--- src/sv/rpcoct_pkg.sv ---
// ----------------------------------------------------------------------------
// RPC outstanding call tracker: shared package
// Types, codes and reset constants used by the tracker and its slot logic.
// ----------------------------------------------------------------------------
package rpcoct_pkg;

    // Default number of call slots in the table.
    localparam int SLOTS_DEF = 16;

    // Reset values of the configuration registers.
    localparam logic [7:0]  RETX_AFTER_RST = 8'd8;
    localparam logic [7:0]  MAX_RETX_RST   = 8'd60;
    localparam logic [31:0] XID_SEED_RST   = 32'd0;

    // All-ones word reported on timeouts and rejected replies.
    localparam logic [31:0] WORD_ONES = 32'hFFFF_FFFF;
    localparam logic [7:0]  TIMER_TOP = 8'hFF;

    // Command codes carried on the input side.
    localparam logic [1:0] CMD_ISSUE = 2'd0;
    localparam logic [1:0] CMD_MSG   = 2'd1;
    localparam logic [1:0] CMD_TICK  = 2'd2;
    localparam logic [1:0] CMD_NONE  = 2'd3;

    // Header error codes.
    localparam logic [1:0] HERR_NONE  = 2'd0;
    localparam logic [1:0] HERR_SHORT = 2'd1;

    // Configuration register indexes.
    localparam logic [1:0] REG_RETX_AFTER = 2'd0;
    localparam logic [1:0] REG_MAX_RETX   = 2'd1;
    localparam logic [1:0] REG_XID_SEED   = 2'd2;

    // Result kinds.
    localparam logic [2:0] KIND_ISSUED    = 3'd0;
    localparam logic [2:0] KIND_FULL      = 3'd1;
    localparam logic [2:0] KIND_COMPLETED = 3'd2;
    localparam logic [2:0] KIND_MALFORMED = 3'd3;
    localparam logic [2:0] KIND_UNKNOWN   = 3'd4;
    localparam logic [2:0] KIND_DROPPED   = 3'd5;
    localparam logic [2:0] KIND_RETX      = 3'd6;
    localparam logic [2:0] KIND_TIMEOUT   = 3'd7;

    // One stored call.
    typedef struct packed {
        logic [31:0] xid;
        logic [15:0] tag;
        logic [7:0]  timer;
        logic [7:0]  retries;
    } t_slot_entry;

    // One result item.
    typedef struct packed {
        logic [2:0]  kind;
        logic [31:0] xid;
        logic [15:0] tag;
        logic [31:0] status;
        logic [31:0] accept;
        logic        accept_valid;
    } t_result;

    // Decision of the slot unit for the slot under evaluation.
    typedef struct packed {
        logic        has_res;
        logic        stop;
        logic        wr_en;
        logic        set_valid;
        logic        clr_valid;
        t_slot_entry wr_entry;
        t_result     res;
    } t_slot_act;

    function automatic t_result mk_result(
        input logic [2:0]  kind,
        input logic [31:0] xid,
        input logic [15:0] tag,
        input logic [31:0] status,
        input logic [31:0] accept,
        input logic        accept_valid
    );
        t_result r;
        r.kind         = kind;
        r.xid          = xid;
        r.tag          = tag;
        r.status       = status;
        r.accept       = accept;
        r.accept_valid = accept_valid;
        return r;
    endfunction

endpackage

--- src/sv/rpcoct_slot_ram.sv ---
// ----------------------------------------------------------------------------
// RPC outstanding call tracker: slot memory
// One write port and one read port with registered read data.
// ----------------------------------------------------------------------------
module rpcoct_slot_ram #(
    parameter int DEPTH = rpcoct_pkg::SLOTS_DEF,
    parameter int AW    = (DEPTH > 1) ? $clog2(DEPTH) : 1
) (
    input  logic                     i_clk,
    input  logic                     i_wr_en,
    input  logic [AW-1:0]            i_wr_addr,
    input  rpcoct_pkg::t_slot_entry  i_wr_data,
    input  logic                     i_rd_en,
    input  logic [AW-1:0]            i_rd_addr,
    output rpcoct_pkg::t_slot_entry  o_rd_data
);

    rpcoct_pkg::t_slot_entry r_mem [DEPTH];
    rpcoct_pkg::t_slot_entry r_rd_data;

    // Write port.
    always_ff @(posedge i_clk) begin
        if (i_wr_en) begin
            r_mem[i_wr_addr] <= i_wr_data;
        end
    end

    // Read port; the data holds while no read is requested.
    always_ff @(posedge i_clk) begin
        if (i_rd_en) begin
            r_rd_data <= r_mem[i_rd_addr];
        end
    end

    assign o_rd_data = r_rd_data;

endmodule

--- src/sv/rpcoct_slot_unit.sv ---
// ----------------------------------------------------------------------------
// RPC outstanding call tracker: slot unit
// Compare and update logic applied to one slot per cycle while a walk is not stalled.
// ----------------------------------------------------------------------------
module rpcoct_slot_unit (
    input  logic [1:0]              i_op,
    input  logic                    i_slot_valid,
    input  rpcoct_pkg::t_slot_entry i_entry,
    input  logic                    i_last,
    input  logic [31:0]             i_xid_issue,
    input  logic [15:0]             i_tag,
    input  logic [31:0]             i_mxid,
    input  logic [31:0]             i_rstat,
    input  logic [31:0]             i_astat,
    input  logic [1:0]              i_herr,
    input  logic [7:0]              i_retx_after,
    input  logic [7:0]              i_max_retx,
    output rpcoct_pkg::t_slot_act   o_act
);

    logic [7:0] w_timer_inc;
    logic       w_due;
    logic       w_expired;
    logic       w_match;

    // Saturating timer step and the due and limit compares.
    assign w_timer_inc = (i_entry.timer == rpcoct_pkg::TIMER_TOP) ?
                         rpcoct_pkg::TIMER_TOP : i_entry.timer + 8'd1;
    assign w_due       = (w_timer_inc >= i_retx_after);
    assign w_expired   = (i_entry.retries >= i_max_retx);
    assign w_match     = i_slot_valid && (i_entry.xid == i_mxid);

    always_comb begin
        o_act           = '0;
        o_act.wr_entry  = i_entry;
        case (i_op)
            rpcoct_pkg::CMD_ISSUE: begin
                // First free slot takes the call; a full table reports at the end.
                if (!i_slot_valid) begin
                    o_act.has_res   = 1'b1;
                    o_act.stop      = 1'b1;
                    o_act.wr_en     = 1'b1;
                    o_act.set_valid = 1'b1;
                    o_act.wr_entry  = '{xid: i_xid_issue, tag: i_tag,
                                        timer: 8'd0, retries: 8'd0};
                    o_act.res = rpcoct_pkg::mk_result(rpcoct_pkg::KIND_ISSUED,
                        i_xid_issue, i_tag, 32'd0, 32'd0, 1'b0);
                end else if (i_last) begin
                    o_act.has_res = 1'b1;
                    o_act.stop    = 1'b1;
                    o_act.res = rpcoct_pkg::mk_result(rpcoct_pkg::KIND_FULL,
                        i_xid_issue, 16'd0, 32'd0, 32'd0, 1'b0);
                end
            end
            rpcoct_pkg::CMD_MSG: begin
                // Reply lookup: the lowest matching slot is freed.
                if (w_match) begin
                    o_act.has_res   = 1'b1;
                    o_act.stop      = 1'b1;
                    o_act.clr_valid = 1'b1;
                    if (i_rstat != 32'd0) begin
                        o_act.res = rpcoct_pkg::mk_result(rpcoct_pkg::KIND_COMPLETED,
                            i_mxid, i_entry.tag, i_rstat, rpcoct_pkg::WORD_ONES, 1'b0);
                    end else if (i_herr != rpcoct_pkg::HERR_NONE) begin
                        o_act.res = rpcoct_pkg::mk_result(rpcoct_pkg::KIND_MALFORMED,
                            i_mxid, i_entry.tag, 32'd0, 32'd0, 1'b0);
                    end else begin
                        o_act.res = rpcoct_pkg::mk_result(rpcoct_pkg::KIND_COMPLETED,
                            i_mxid, i_entry.tag, 32'd0, i_astat, 1'b1);
                    end
                end else if (i_last) begin
                    o_act.has_res = 1'b1;
                    o_act.stop    = 1'b1;
                    o_act.res = rpcoct_pkg::mk_result(rpcoct_pkg::KIND_UNKNOWN,
                        i_mxid, 16'd0, 32'd0, 32'd0, 1'b0);
                end
            end
            rpcoct_pkg::CMD_TICK: begin
                // Age the call; at the due point retransmit or time out.
                o_act.stop = i_last;
                if (i_slot_valid) begin
                    o_act.wr_en          = 1'b1;
                    o_act.wr_entry.timer = w_timer_inc;
                    if (w_due) begin
                        o_act.has_res = 1'b1;
                        if (w_expired) begin
                            o_act.clr_valid = 1'b1;
                            o_act.res = rpcoct_pkg::mk_result(rpcoct_pkg::KIND_TIMEOUT,
                                i_entry.xid, i_entry.tag, rpcoct_pkg::WORD_ONES,
                                rpcoct_pkg::WORD_ONES, 1'b0);
                        end else begin
                            o_act.wr_entry.timer   = 8'd0;
                            o_act.wr_entry.retries = i_entry.retries + 8'd1;
                            o_act.res = rpcoct_pkg::mk_result(rpcoct_pkg::KIND_RETX,
                                i_entry.xid, i_entry.tag, 32'd0, 32'd0, 1'b0);
                        end
                    end
                end
            end
            default: begin
                o_act.stop = 1'b1;
            end
        endcase
    end

endmodule

--- src/sv/rpc_outstanding_call_tracker.sv ---
// ----------------------------------------------------------------------------
// RPC outstanding call tracker: top level
// Slot table of pending calls walked by a small sequencer, one slot per unstalled cycle.
// ----------------------------------------------------------------------------
// An issue or reply passes an accept step, a walk up to the deciding slot and a
// flush; a tick walks every slot. Dropped messages go from accept to the flush.
// The walk is bounded by the single read port of the slot memory, one slot a
// cycle; a full output stage stalls the walk. Ready again after the flush.
// Reset (synchronous, active low) clears all slot valid bits, restores the
// registers to 8 and 60 and loads the ID counter with 0; no clearing pass.
// ----------------------------------------------------------------------------
module rpc_outstanding_call_tracker #(
    parameter int SLOTS = rpcoct_pkg::SLOTS_DEF
) (
    input  logic         i_clk,
    input  logic         i_rst_n,
    // Input stream
    input  logic         i_s_tvalid,
    output logic         o_s_tready,
    // tdata: call_tag[15:0], msg_xid[47:16], reply_status[79:48],
    //        accept_status[111:80], header_error[113:112], zero fill[119:114]
    input  logic [119:0] i_s_tdata,
    // tuser: cmd[1:0], msg_is_reply[2]
    input  logic [2:0]   i_s_tuser,
    // Result stream
    output logic         o_m_tvalid,
    input  logic         i_m_tready,
    // tdata: xid[31:0], tag[47:32], status_out[79:48], accept_out[111:80]
    output logic [111:0] o_m_tdata,
    // tuser: kind[2:0], accept_valid[3]
    output logic [3:0]   o_m_tuser,
    output logic         o_m_tlast,
    // Configuration write channel
    input  logic         i_cfg_valid,
    output logic         o_cfg_ready,
    input  logic [1:0]   i_cfg_index,
    input  logic [31:0]  i_cfg_data
);

    localparam int IW = (SLOTS > 1) ? $clog2(SLOTS) : 1;

    typedef enum logic [2:0] {
        S_IDLE  = 3'b001,
        S_WALK  = 3'b010,
        S_FLUSH = 3'b100
    } t_state;

    // Sequencer and command registers.
    t_state              r_state, n_state;
    logic [IW-1:0]       r_idx, n_idx;
    logic [1:0]          r_cmd, n_cmd;
    logic [15:0]         r_tag, n_tag;
    logic [31:0]         r_mxid, n_mxid;
    logic [31:0]         r_rstat, n_rstat;
    logic [31:0]         r_astat, n_astat;
    logic [1:0]          r_herr, n_herr;
    logic [31:0]         r_xid_issue, n_xid_issue;
    logic [SLOTS-1:0]    r_valid, n_valid;
    logic [7:0]          r_retx_after, n_retx_after;
    logic [7:0]          r_max_retx, n_max_retx;
    logic [31:0]         r_next_xid, n_next_xid;
    // Held-back result, so that the final one of an item can carry last.
    rpcoct_pkg::t_result r_pend, n_pend;
    logic                r_pend_valid, n_pend_valid;
    // Output register.
    rpcoct_pkg::t_result r_out, n_out;
    logic                r_out_last, n_out_last;
    logic                r_out_valid, n_out_valid;

    // Input field unpacking.
    logic [1:0]  w_cmd;
    logic        w_is_reply;
    logic [15:0] w_tag;
    logic [31:0] w_mxid;
    logic [31:0] w_rstat;
    logic [31:0] w_astat;
    logic [1:0]  w_herr;

    assign w_cmd      = i_s_tuser[1:0];
    assign w_is_reply = i_s_tuser[2];
    assign w_tag      = i_s_tdata[15:0];
    assign w_mxid     = i_s_tdata[47:16];
    assign w_rstat    = i_s_tdata[79:48];
    assign w_astat    = i_s_tdata[111:80];
    assign w_herr     = i_s_tdata[113:112];

    logic                    w_accept;
    logic                    w_out_free;
    logic                    w_last_idx;
    logic                    w_stall;
    logic                    w_step;
    logic                    w_rd_en;
    logic [IW-1:0]           w_rd_addr;
    rpcoct_pkg::t_slot_entry w_rd_data;
    rpcoct_pkg::t_slot_act   w_act;
    logic                    w_push;
    rpcoct_pkg::t_result     w_push_res;
    logic                    w_push_last;

    assign o_s_tready = (r_state == S_IDLE);
    assign o_cfg_ready = 1'b1;
    assign w_accept   = i_s_tvalid && o_s_tready;
    assign w_out_free = !r_out_valid || i_m_tready;
    assign w_last_idx = (r_idx == IW'(SLOTS - 1));

    // Slot memory, read one slot ahead of the evaluation.
    rpcoct_slot_ram #(
        .DEPTH (SLOTS),
        .AW    (IW)
    ) u_ram (
        .i_clk     (i_clk),
        .i_wr_en   (w_step && w_act.wr_en),
        .i_wr_addr (r_idx),
        .i_wr_data (w_act.wr_entry),
        .i_rd_en   (w_rd_en),
        .i_rd_addr (w_rd_addr),
        .o_rd_data (w_rd_data)
    );

    // Shared compare and update unit for the slot under evaluation.
    rpcoct_slot_unit u_unit (
        .i_op         (r_cmd),
        .i_slot_valid (r_valid[r_idx]),
        .i_entry      (w_rd_data),
        .i_last       (w_last_idx),
        .i_xid_issue  (r_xid_issue),
        .i_tag        (r_tag),
        .i_mxid       (r_mxid),
        .i_rstat      (r_rstat),
        .i_astat      (r_astat),
        .i_herr       (r_herr),
        .i_retx_after (r_retx_after),
        .i_max_retx   (r_max_retx),
        .o_act        (w_act)
    );

    // A new result with one already held needs room in the output register.
    assign w_stall   = w_act.has_res && r_pend_valid && !w_out_free;
    assign w_step    = (r_state == S_WALK) && !w_stall;
    assign w_rd_en   = w_accept || (w_step && !w_act.stop);
    assign w_rd_addr = w_accept ? '0 : r_idx + IW'(1);

    // Sequencer next state.
    always_comb begin
        n_state      = r_state;
        n_idx        = r_idx;
        n_cmd        = r_cmd;
        n_tag        = r_tag;
        n_mxid       = r_mxid;
        n_rstat      = r_rstat;
        n_astat      = r_astat;
        n_herr       = r_herr;
        n_xid_issue  = r_xid_issue;
        n_valid      = r_valid;
        n_retx_after = r_retx_after;
        n_max_retx   = r_max_retx;
        n_next_xid   = r_next_xid;
        n_pend       = r_pend;
        n_pend_valid = r_pend_valid;
        w_push       = 1'b0;
        w_push_res   = r_pend;
        w_push_last  = 1'b0;

        case (r_state)
            S_IDLE: begin
                if (w_accept) begin
                    n_cmd   = w_cmd;
                    n_tag   = w_tag;
                    n_mxid  = w_mxid;
                    n_rstat = w_rstat;
                    n_astat = w_astat;
                    n_herr  = w_herr;
                    n_idx   = '0;
                    case (w_cmd)
                        rpcoct_pkg::CMD_ISSUE: begin
                            n_xid_issue = r_next_xid;
                            n_next_xid  = r_next_xid + 32'd1;
                            n_state     = S_WALK;
                        end
                        rpcoct_pkg::CMD_MSG: begin
                            if (w_herr == rpcoct_pkg::HERR_SHORT) begin
                                n_pend = rpcoct_pkg::mk_result(rpcoct_pkg::KIND_DROPPED,
                                    32'd0, 16'd0, 32'd0, 32'd0, 1'b0);
                                n_pend_valid = 1'b1;
                                n_state      = S_FLUSH;
                            end else if (!w_is_reply) begin
                                n_pend = rpcoct_pkg::mk_result(rpcoct_pkg::KIND_DROPPED,
                                    w_mxid, 16'd0, 32'd0, 32'd0, 1'b0);
                                n_pend_valid = 1'b1;
                                n_state      = S_FLUSH;
                            end else begin
                                n_state = S_WALK;
                            end
                        end
                        rpcoct_pkg::CMD_TICK: begin
                            n_state = S_WALK;
                        end
                        default: begin
                            n_state = S_IDLE;
                        end
                    endcase
                end
            end
            S_WALK: begin
                if (w_step) begin
                    if (w_act.set_valid) begin
                        n_valid[r_idx] = 1'b1;
                    end
                    if (w_act.clr_valid) begin
                        n_valid[r_idx] = 1'b0;
                    end
                    if (w_act.has_res) begin
                        w_push       = r_pend_valid;
                        n_pend       = w_act.res;
                        n_pend_valid = 1'b1;
                    end
                    if (w_act.stop) begin
                        n_state = S_FLUSH;
                    end else begin
                        n_idx = r_idx + IW'(1);
                    end
                end
            end
            S_FLUSH: begin
                if (!r_pend_valid) begin
                    n_state = S_IDLE;
                end else if (w_out_free) begin
                    w_push       = 1'b1;
                    w_push_last  = 1'b1;
                    n_pend_valid = 1'b0;
                    n_state      = S_IDLE;
                end
            end
            default: begin
                n_state = S_IDLE;
            end
        endcase

        // The user must send configuration writes only while idle; the block does not enforce it.
        if (i_cfg_valid && o_cfg_ready) begin
            case (i_cfg_index)
                rpcoct_pkg::REG_RETX_AFTER: n_retx_after = i_cfg_data[7:0];
                rpcoct_pkg::REG_MAX_RETX:   n_max_retx   = i_cfg_data[7:0];
                rpcoct_pkg::REG_XID_SEED:   n_next_xid   = i_cfg_data;
                default: begin
                end
            endcase
        end
    end

    // Output register next state.
    always_comb begin
        n_out      = r_out;
        n_out_last = r_out_last;
        if (w_push) begin
            n_out       = w_push_res;
            n_out_last  = w_push_last;
            n_out_valid = 1'b1;
        end else if (i_m_tready) begin
            n_out_valid = 1'b0;
        end else begin
            n_out_valid = r_out_valid;
        end
    end

    // Control registers.
    always_ff @(posedge i_clk) begin
        if (!i_rst_n) begin
            r_state      <= S_IDLE;
            r_idx        <= '0;
            r_cmd        <= rpcoct_pkg::CMD_NONE;
            r_valid      <= '0;
            r_retx_after <= rpcoct_pkg::RETX_AFTER_RST;
            r_max_retx   <= rpcoct_pkg::MAX_RETX_RST;
            r_next_xid   <= rpcoct_pkg::XID_SEED_RST;
            r_pend_valid <= 1'b0;
            r_out_valid  <= 1'b0;
        end else begin
            r_state      <= n_state;
            r_idx        <= n_idx;
            r_cmd        <= n_cmd;
            r_valid      <= n_valid;
            r_retx_after <= n_retx_after;
            r_max_retx   <= n_max_retx;
            r_next_xid   <= n_next_xid;
            r_pend_valid <= n_pend_valid;
            r_out_valid  <= n_out_valid;
        end
    end

    // Payload registers.
    always_ff @(posedge i_clk) begin
        r_tag       <= n_tag;
        r_mxid      <= n_mxid;
        r_rstat     <= n_rstat;
        r_astat     <= n_astat;
        r_herr      <= n_herr;
        r_xid_issue <= n_xid_issue;
        r_pend      <= n_pend;
        r_out       <= n_out;
        r_out_last  <= n_out_last;
    end

    // Result stream packing.
    assign o_m_tvalid = r_out_valid;
    assign o_m_tlast  = r_out_last;
    assign o_m_tdata  = {r_out.accept, r_out.status, r_out.tag, r_out.xid};
    assign o_m_tuser  = {r_out.accept_valid, r_out.kind};

    // The table is written only while a walk advances.
    a_wr_in_walk: assert property (@(posedge i_clk) disable iff (!i_rst_n)
        (w_step && w_act.wr_en) |-> (r_state == S_WALK))
        else $error("slot write outside a walk");

    // No result of a finished item is left behind when a new one may enter.
    a_idle_empty: assert property (@(posedge i_clk) disable iff (!i_rst_n)
        o_s_tready |-> !r_pend_valid)
        else $error("held result left over while ready");

    // An issue walk holds no result until the slot decision is made.
    a_issue_no_pend: assert property (@(posedge i_clk) disable iff (!i_rst_n)
        ((r_state == S_WALK) && (r_cmd == rpcoct_pkg::CMD_ISSUE)) |-> !r_pend_valid)
        else $error("issue walk holds a result");

    // A flushed result always goes out marked as the final one.
    a_flush_last: assert property (@(posedge i_clk) disable iff (!i_rst_n)
        ((r_state == S_FLUSH) && r_pend_valid && w_out_free) |=>
        (o_m_tvalid && o_m_tlast && (r_state == S_IDLE)))
        else $error("flush did not deliver a final result");

    // The unused command code causes no work at all.
    a_cmd_none: assert property (@(posedge i_clk) disable iff (!i_rst_n)
        (w_accept && (w_cmd == rpcoct_pkg::CMD_NONE)) |=> (r_state == S_IDLE))
        else $error("unused command started a walk");

endmodule

--- config.mk ---
export PLATFORM = sky130hd
export DESIGN_NAME = rpc_outstanding_call_tracker
export DESIGN_NICKNAME = d
export VERILOG_FILES = /design/src/sv/rpcoct_pkg.sv /design/src/sv/rpcoct_slot_ram.sv /design/src/sv/rpcoct_slot_unit.sv /design/src/sv/rpc_outstanding_call_tracker.sv
export SDC_FILE = /design/constraint.sdc
export NUM_CORES = 2
export LEC_CHECK = 0
export BUFFER_PORTS_ARGS = -buffer_cell sky130_fd_sc_hd__buf_4
export CORE_UTILIZATION = 51
export CTS_BUF_LIST = sky130_fd_sc_hd__clkbuf_8
export CTS_CLUSTER_DIAMETER = 40
export CTS_CLUSTER_SIZE = 12
export DETAILED_ROUTE_END_ITERATION = 16
export MAX_ROUTING_LAYER = met4
export PLACE_DENSITY = 0.71
export SYNTH_ARGS = -nofsm -noshare
export SYNTH_HDL_FRONTEND = slang
export SYNTH_HIERARCHICAL = 1
export SYNTH_SLANG_ARGS = --single-unit
--- constraint.sdc ---
create_clock -name i_clk -period 11.8 [get_ports i_clk]
set_input_delay 2.36 -clock i_clk [delete_from_list [all_inputs] [get_ports i_clk]]
set_output_delay 2.36 -clock i_clk [all_outputs]
set_load 0.02 [all_outputs]
==> out/metrics.csv <==
stage,metric,value,unit
drt,detail_route.drc_violations,0,
yosys,synth.largest_area_cell,edfxtp_1,
clocking,post_cts_resized,0,
drt,wl_met1,58200,µm
floorplan,floorplan.die.height,346.2,µm
clocking,numCtsBuffers,170,
yosys,ys_async_sr_fraction,0,
timing,fin_skew,0.05543,ns
drt,drt_iter0_markers,4026,
min_path,worst_hold_startpoint,r_pend[83]$_DFFE_PP_,
critical_path,timing.critical_path.required,12.29,ns
floorplan,boundaryPins,282,
final_layout,final-seq-area,45550,µm²
clocking,worst_skew_pair.late_latency,0.90,ns
critical_path,critical_path_arrival,7.41,ns
drt,route.detailed.vias_per_inst,6.074,
final_layout,post_route_cells_drive_above_1_share,0.2411,
timing,timing.hold.ws,0.4118,ns
yosys,leading_register_cell_type_out_of_synthesis,edfxtp_1,
final_layout,layout.filler_cells,8520,
critical_path,r2r-start,u_ram/o_rd_data[9]$_DFFE_PP_,
yosys,yosys_register_bits,1542,
critical_path,worst_setup_path_startpoint,u_ram/o_rd_data[9]$_DFFE_PP_,
drt,vias,32840,
status,result_of_the_run,completed,
floorplan,die_area,119900,µm²
global_routing,grt_start_max_net_pins,150,
critical_path,cp_max_fo,37,
global_routing,remaining_global_route_overflow,0,
final_layout,final_non_filler_cells,5406,
timing,timing.final.max_slew_violations,0,
timing,finalCriticalPeriod,6.924,ns
placed_design,place.detailed.instances,5102,
final_layout,design.final.nets,3939,
clocking,htreeDepth,4,
drt,routed_wl,144500,µm
clocking,root_buffer,clkbuf_8,
clocking,clk_pin_slew_worst_setup_hold_paths,0.08,ns
yosys,synth.most_common_cell,edfxtp_1,
timing,timing.fmax,0.1444,GHz
final_layout,final_cell_area,67790,µm²
yosys,synth_top_cells_by_area,"edfxtp_1, mux4_2, dfxtp_1, nand2_1, a22oi_1",
power_and_ir_drop,power,0.01039,W
min_path,hold_class,flip-flop to flip-flop,
yosys,synth_top_cells_by_count,"edfxtp_1, nand2_1, mux4_2",
final_layout,area_of_the_multi_input_gates,13940,µm²
placed_design,buffer_ports.inserted,274,
yosys,synth.top_cell.area_share,0.7290,
drt,dr_wl_met3,14140,µm
final_layout,area.growth.synth_to_final,12.17,%
yosys,mean_post_synth_cell_area,17.65,µm²
timing,timing_hold_violations_final,0,
clocking,max-clock-path-buffers,3,
clocking,cts_setup_buffers,0,
placed_design,placement.cell_area,64290,µm²
power_and_ir_drop,power.density,153.2,nW/µm²
global_routing,grt_first_pass_wirelength,211700,µm
clocking,holdBufCountCts,0,
yosys,seq_total_area_yosys,0.7538,
placed_design,gp_congestion,0.9013,
timing,fraction_of_the_cycle_the_final_worst_path_needs,0.5867,
timing,final.setup.tns,0,ns
flow_run,maxcap_violations,0,
timing,final-setup-viol-count,0,
yosys,synth_area,60430,µm²
drt,post_drt_wl_per_cell,26.72,µm
critical_path,crit_path_start_kind,flip-flop,
critical_path,setup.worst_path.end_class,flip-flop,
clocking,clkSinkCount,1542,
yosys,synth_enable_flop_cells,1467,
yosys,yosysWarningCount,6,
power_and_ir_drop,p_leak,22.48,nW
global_routing,grt_usage,0.2481,
yosys,synth_cell_type_count,76,
yosys,syn_inst,3424,
floorplan,initial_utilization,0.5172,
drt,drt.antenna.violating_nets,0,
floorplan,die_width,346.2,µm
floorplan,standard_cell_row_count,125,
global_routing,first_global_vias,32380,
power_and_ir_drop,ir_drop,111.7,µV
clocking,cts_tree,done,
placed_design,post-dp-hpwl,82280,µm
floorplan,design.core.area,116800,µm²
critical_path,setup.worst_path.class,flip-flop to flip-flop,
drt,dr_wl_met2,68890,µm
timing,timing.max_slew.rel_slack,0.1172,
drt,top_signal_layer_used,met4,
drt,dr.pass1.iters,8,
timing,tightest_slew,1.313,ns
global_routing,grt_antenna_before_repair,7,
yosys,mappedNetlistNets,3613,
timing,rsz_0062_raised_after_global_routing,no,
==> cell usage in the layout, fill, tap and decap left out, types with 10 or more instances in the layout <==
master      count
nor2_1         74
nand2_1       393
a31oi_1        22
nor2_4         15
and3_1         15
mux2i_1        19
xor2_1         26
a21oi_1        89
nand4_1        30
xnor2_1        39
nand3_1        63
nand2b_1       15
clkinv_2       23
mux4_2        261
buf_4         347
nor3_1         10
dfxtp_1        75
clkbuf_8      181
o21ai_0       122
a211oi_1       17
ha_1           27
inv_1          95
bufinv_16      14
and2_1         89
edfxtp_1     1467
clkinv_1       10
nor4_1         11
a22oi_1       161
clkinvlp_4     20
==> final timing paths <==
check / endpoint / slack [ns] / depth (start not counted)
setup / recovery: u_ram/r_mem[12][22]$_DFFE_PP_ / 4.88 / 18
hold / removal: o_m_tdata[2]$_DFFE_PP_ / 0.41 / 0
setup reg to reg: u_ram/r_mem[12][22]$_DFFE_PP_ / 4.88 / 18
hold reg to reg: o_m_tdata[2]$_DFFE_PP_ / 0.41 / 0
==> metrics by stage <==
step	util	setup WS, ns
2_1_floorplan	-	1.376
3_3_place_gp	0.5503	4.982
3_5_place_dp	0.5503	4.950
4_1_cts	0.5800	4.913
5_1_grt	0.5802	4.541
6_report	0.5802	4.876
==> layer usage <==
layer	vias to the layer above	GRT usage
met4	0	0.06694
li1	14100	-
met5	-	-
met3	230	0.05103
met1	16770	0.3411
met2	1739	0.3797
==> area by class of cell <==
cell class                 count  area share
timing repair buffer         349     0.03902
clock inverter               115     0.01453
clock buffer                 181     0.03675
tap                         1524     0.02813
sequential                  1542      0.6720
multi-input combinational   1624      0.2057
antenna                        8   0.0002953
inverter                      63    0.003544
==> where the power goes <==
part | total (W) | switching (W) | internal [W] | leakage, nW
registers | 0.00618 | 0.0000587 | 0.00612 | 13.8
clock network | 0.00365 | 0.00190 | 0.00175 | 1.86
logic | 0.000554 | 0.000343 | 0.000212 | 6.77
total | 0.0104 | 0.00230 | 0.00809 | 22.5
==> sequential cells by signal, indices dropped and copies added, names as in the netlist, 16 cells and up <==
name,count
u_ram/r_mem,1024
r_pend,116
o_m_tdata,112
u_ram/o_rd_data,64
r_astat,32
r_mxid,32
r_next_xid,32
r_rstat,32
r_xid_issue,32
r_tag,16
r_valid,16
==> cells by family after synthesis <==
logic type | count (synthesis) | share of synthesized area
flip-flops | 1542 | 0.7538
AND/OR/NAND/NOR | 788 | 0.06222
AO/OA/AOI/OAI | 463 | 0.04934
multiplexers | 280 | 0.1004
buffers and inverters | 258 | 0.01913
XOR/XNOR | 65 | 0.009421
adder cells (fa/ha/maj) | 27 | 0.005590
other | 1 | 0.00006205
==> worst max-delay path, stage by stage (launching register included) <==
cell and delay (ns):
edfxtp_1 0.39, ha_1 0.23, and3_1 0.28, and3_1 0.34
nand3_2 0.24, and2_1 0.27, ha_1 0.28, nand2b_1 0.15
a2111oi_2 0.39, o311ai_2 0.34, nor2b_2 0.29, nor2_1 0.13
a21oi_1 0.18, a21oi_1 0.31, and2_1 0.24, nand3_1 0.30
nor3_2 0.91, buf_4 0.59, buf_4 0.67
Power figures use the tool's default switching activity.
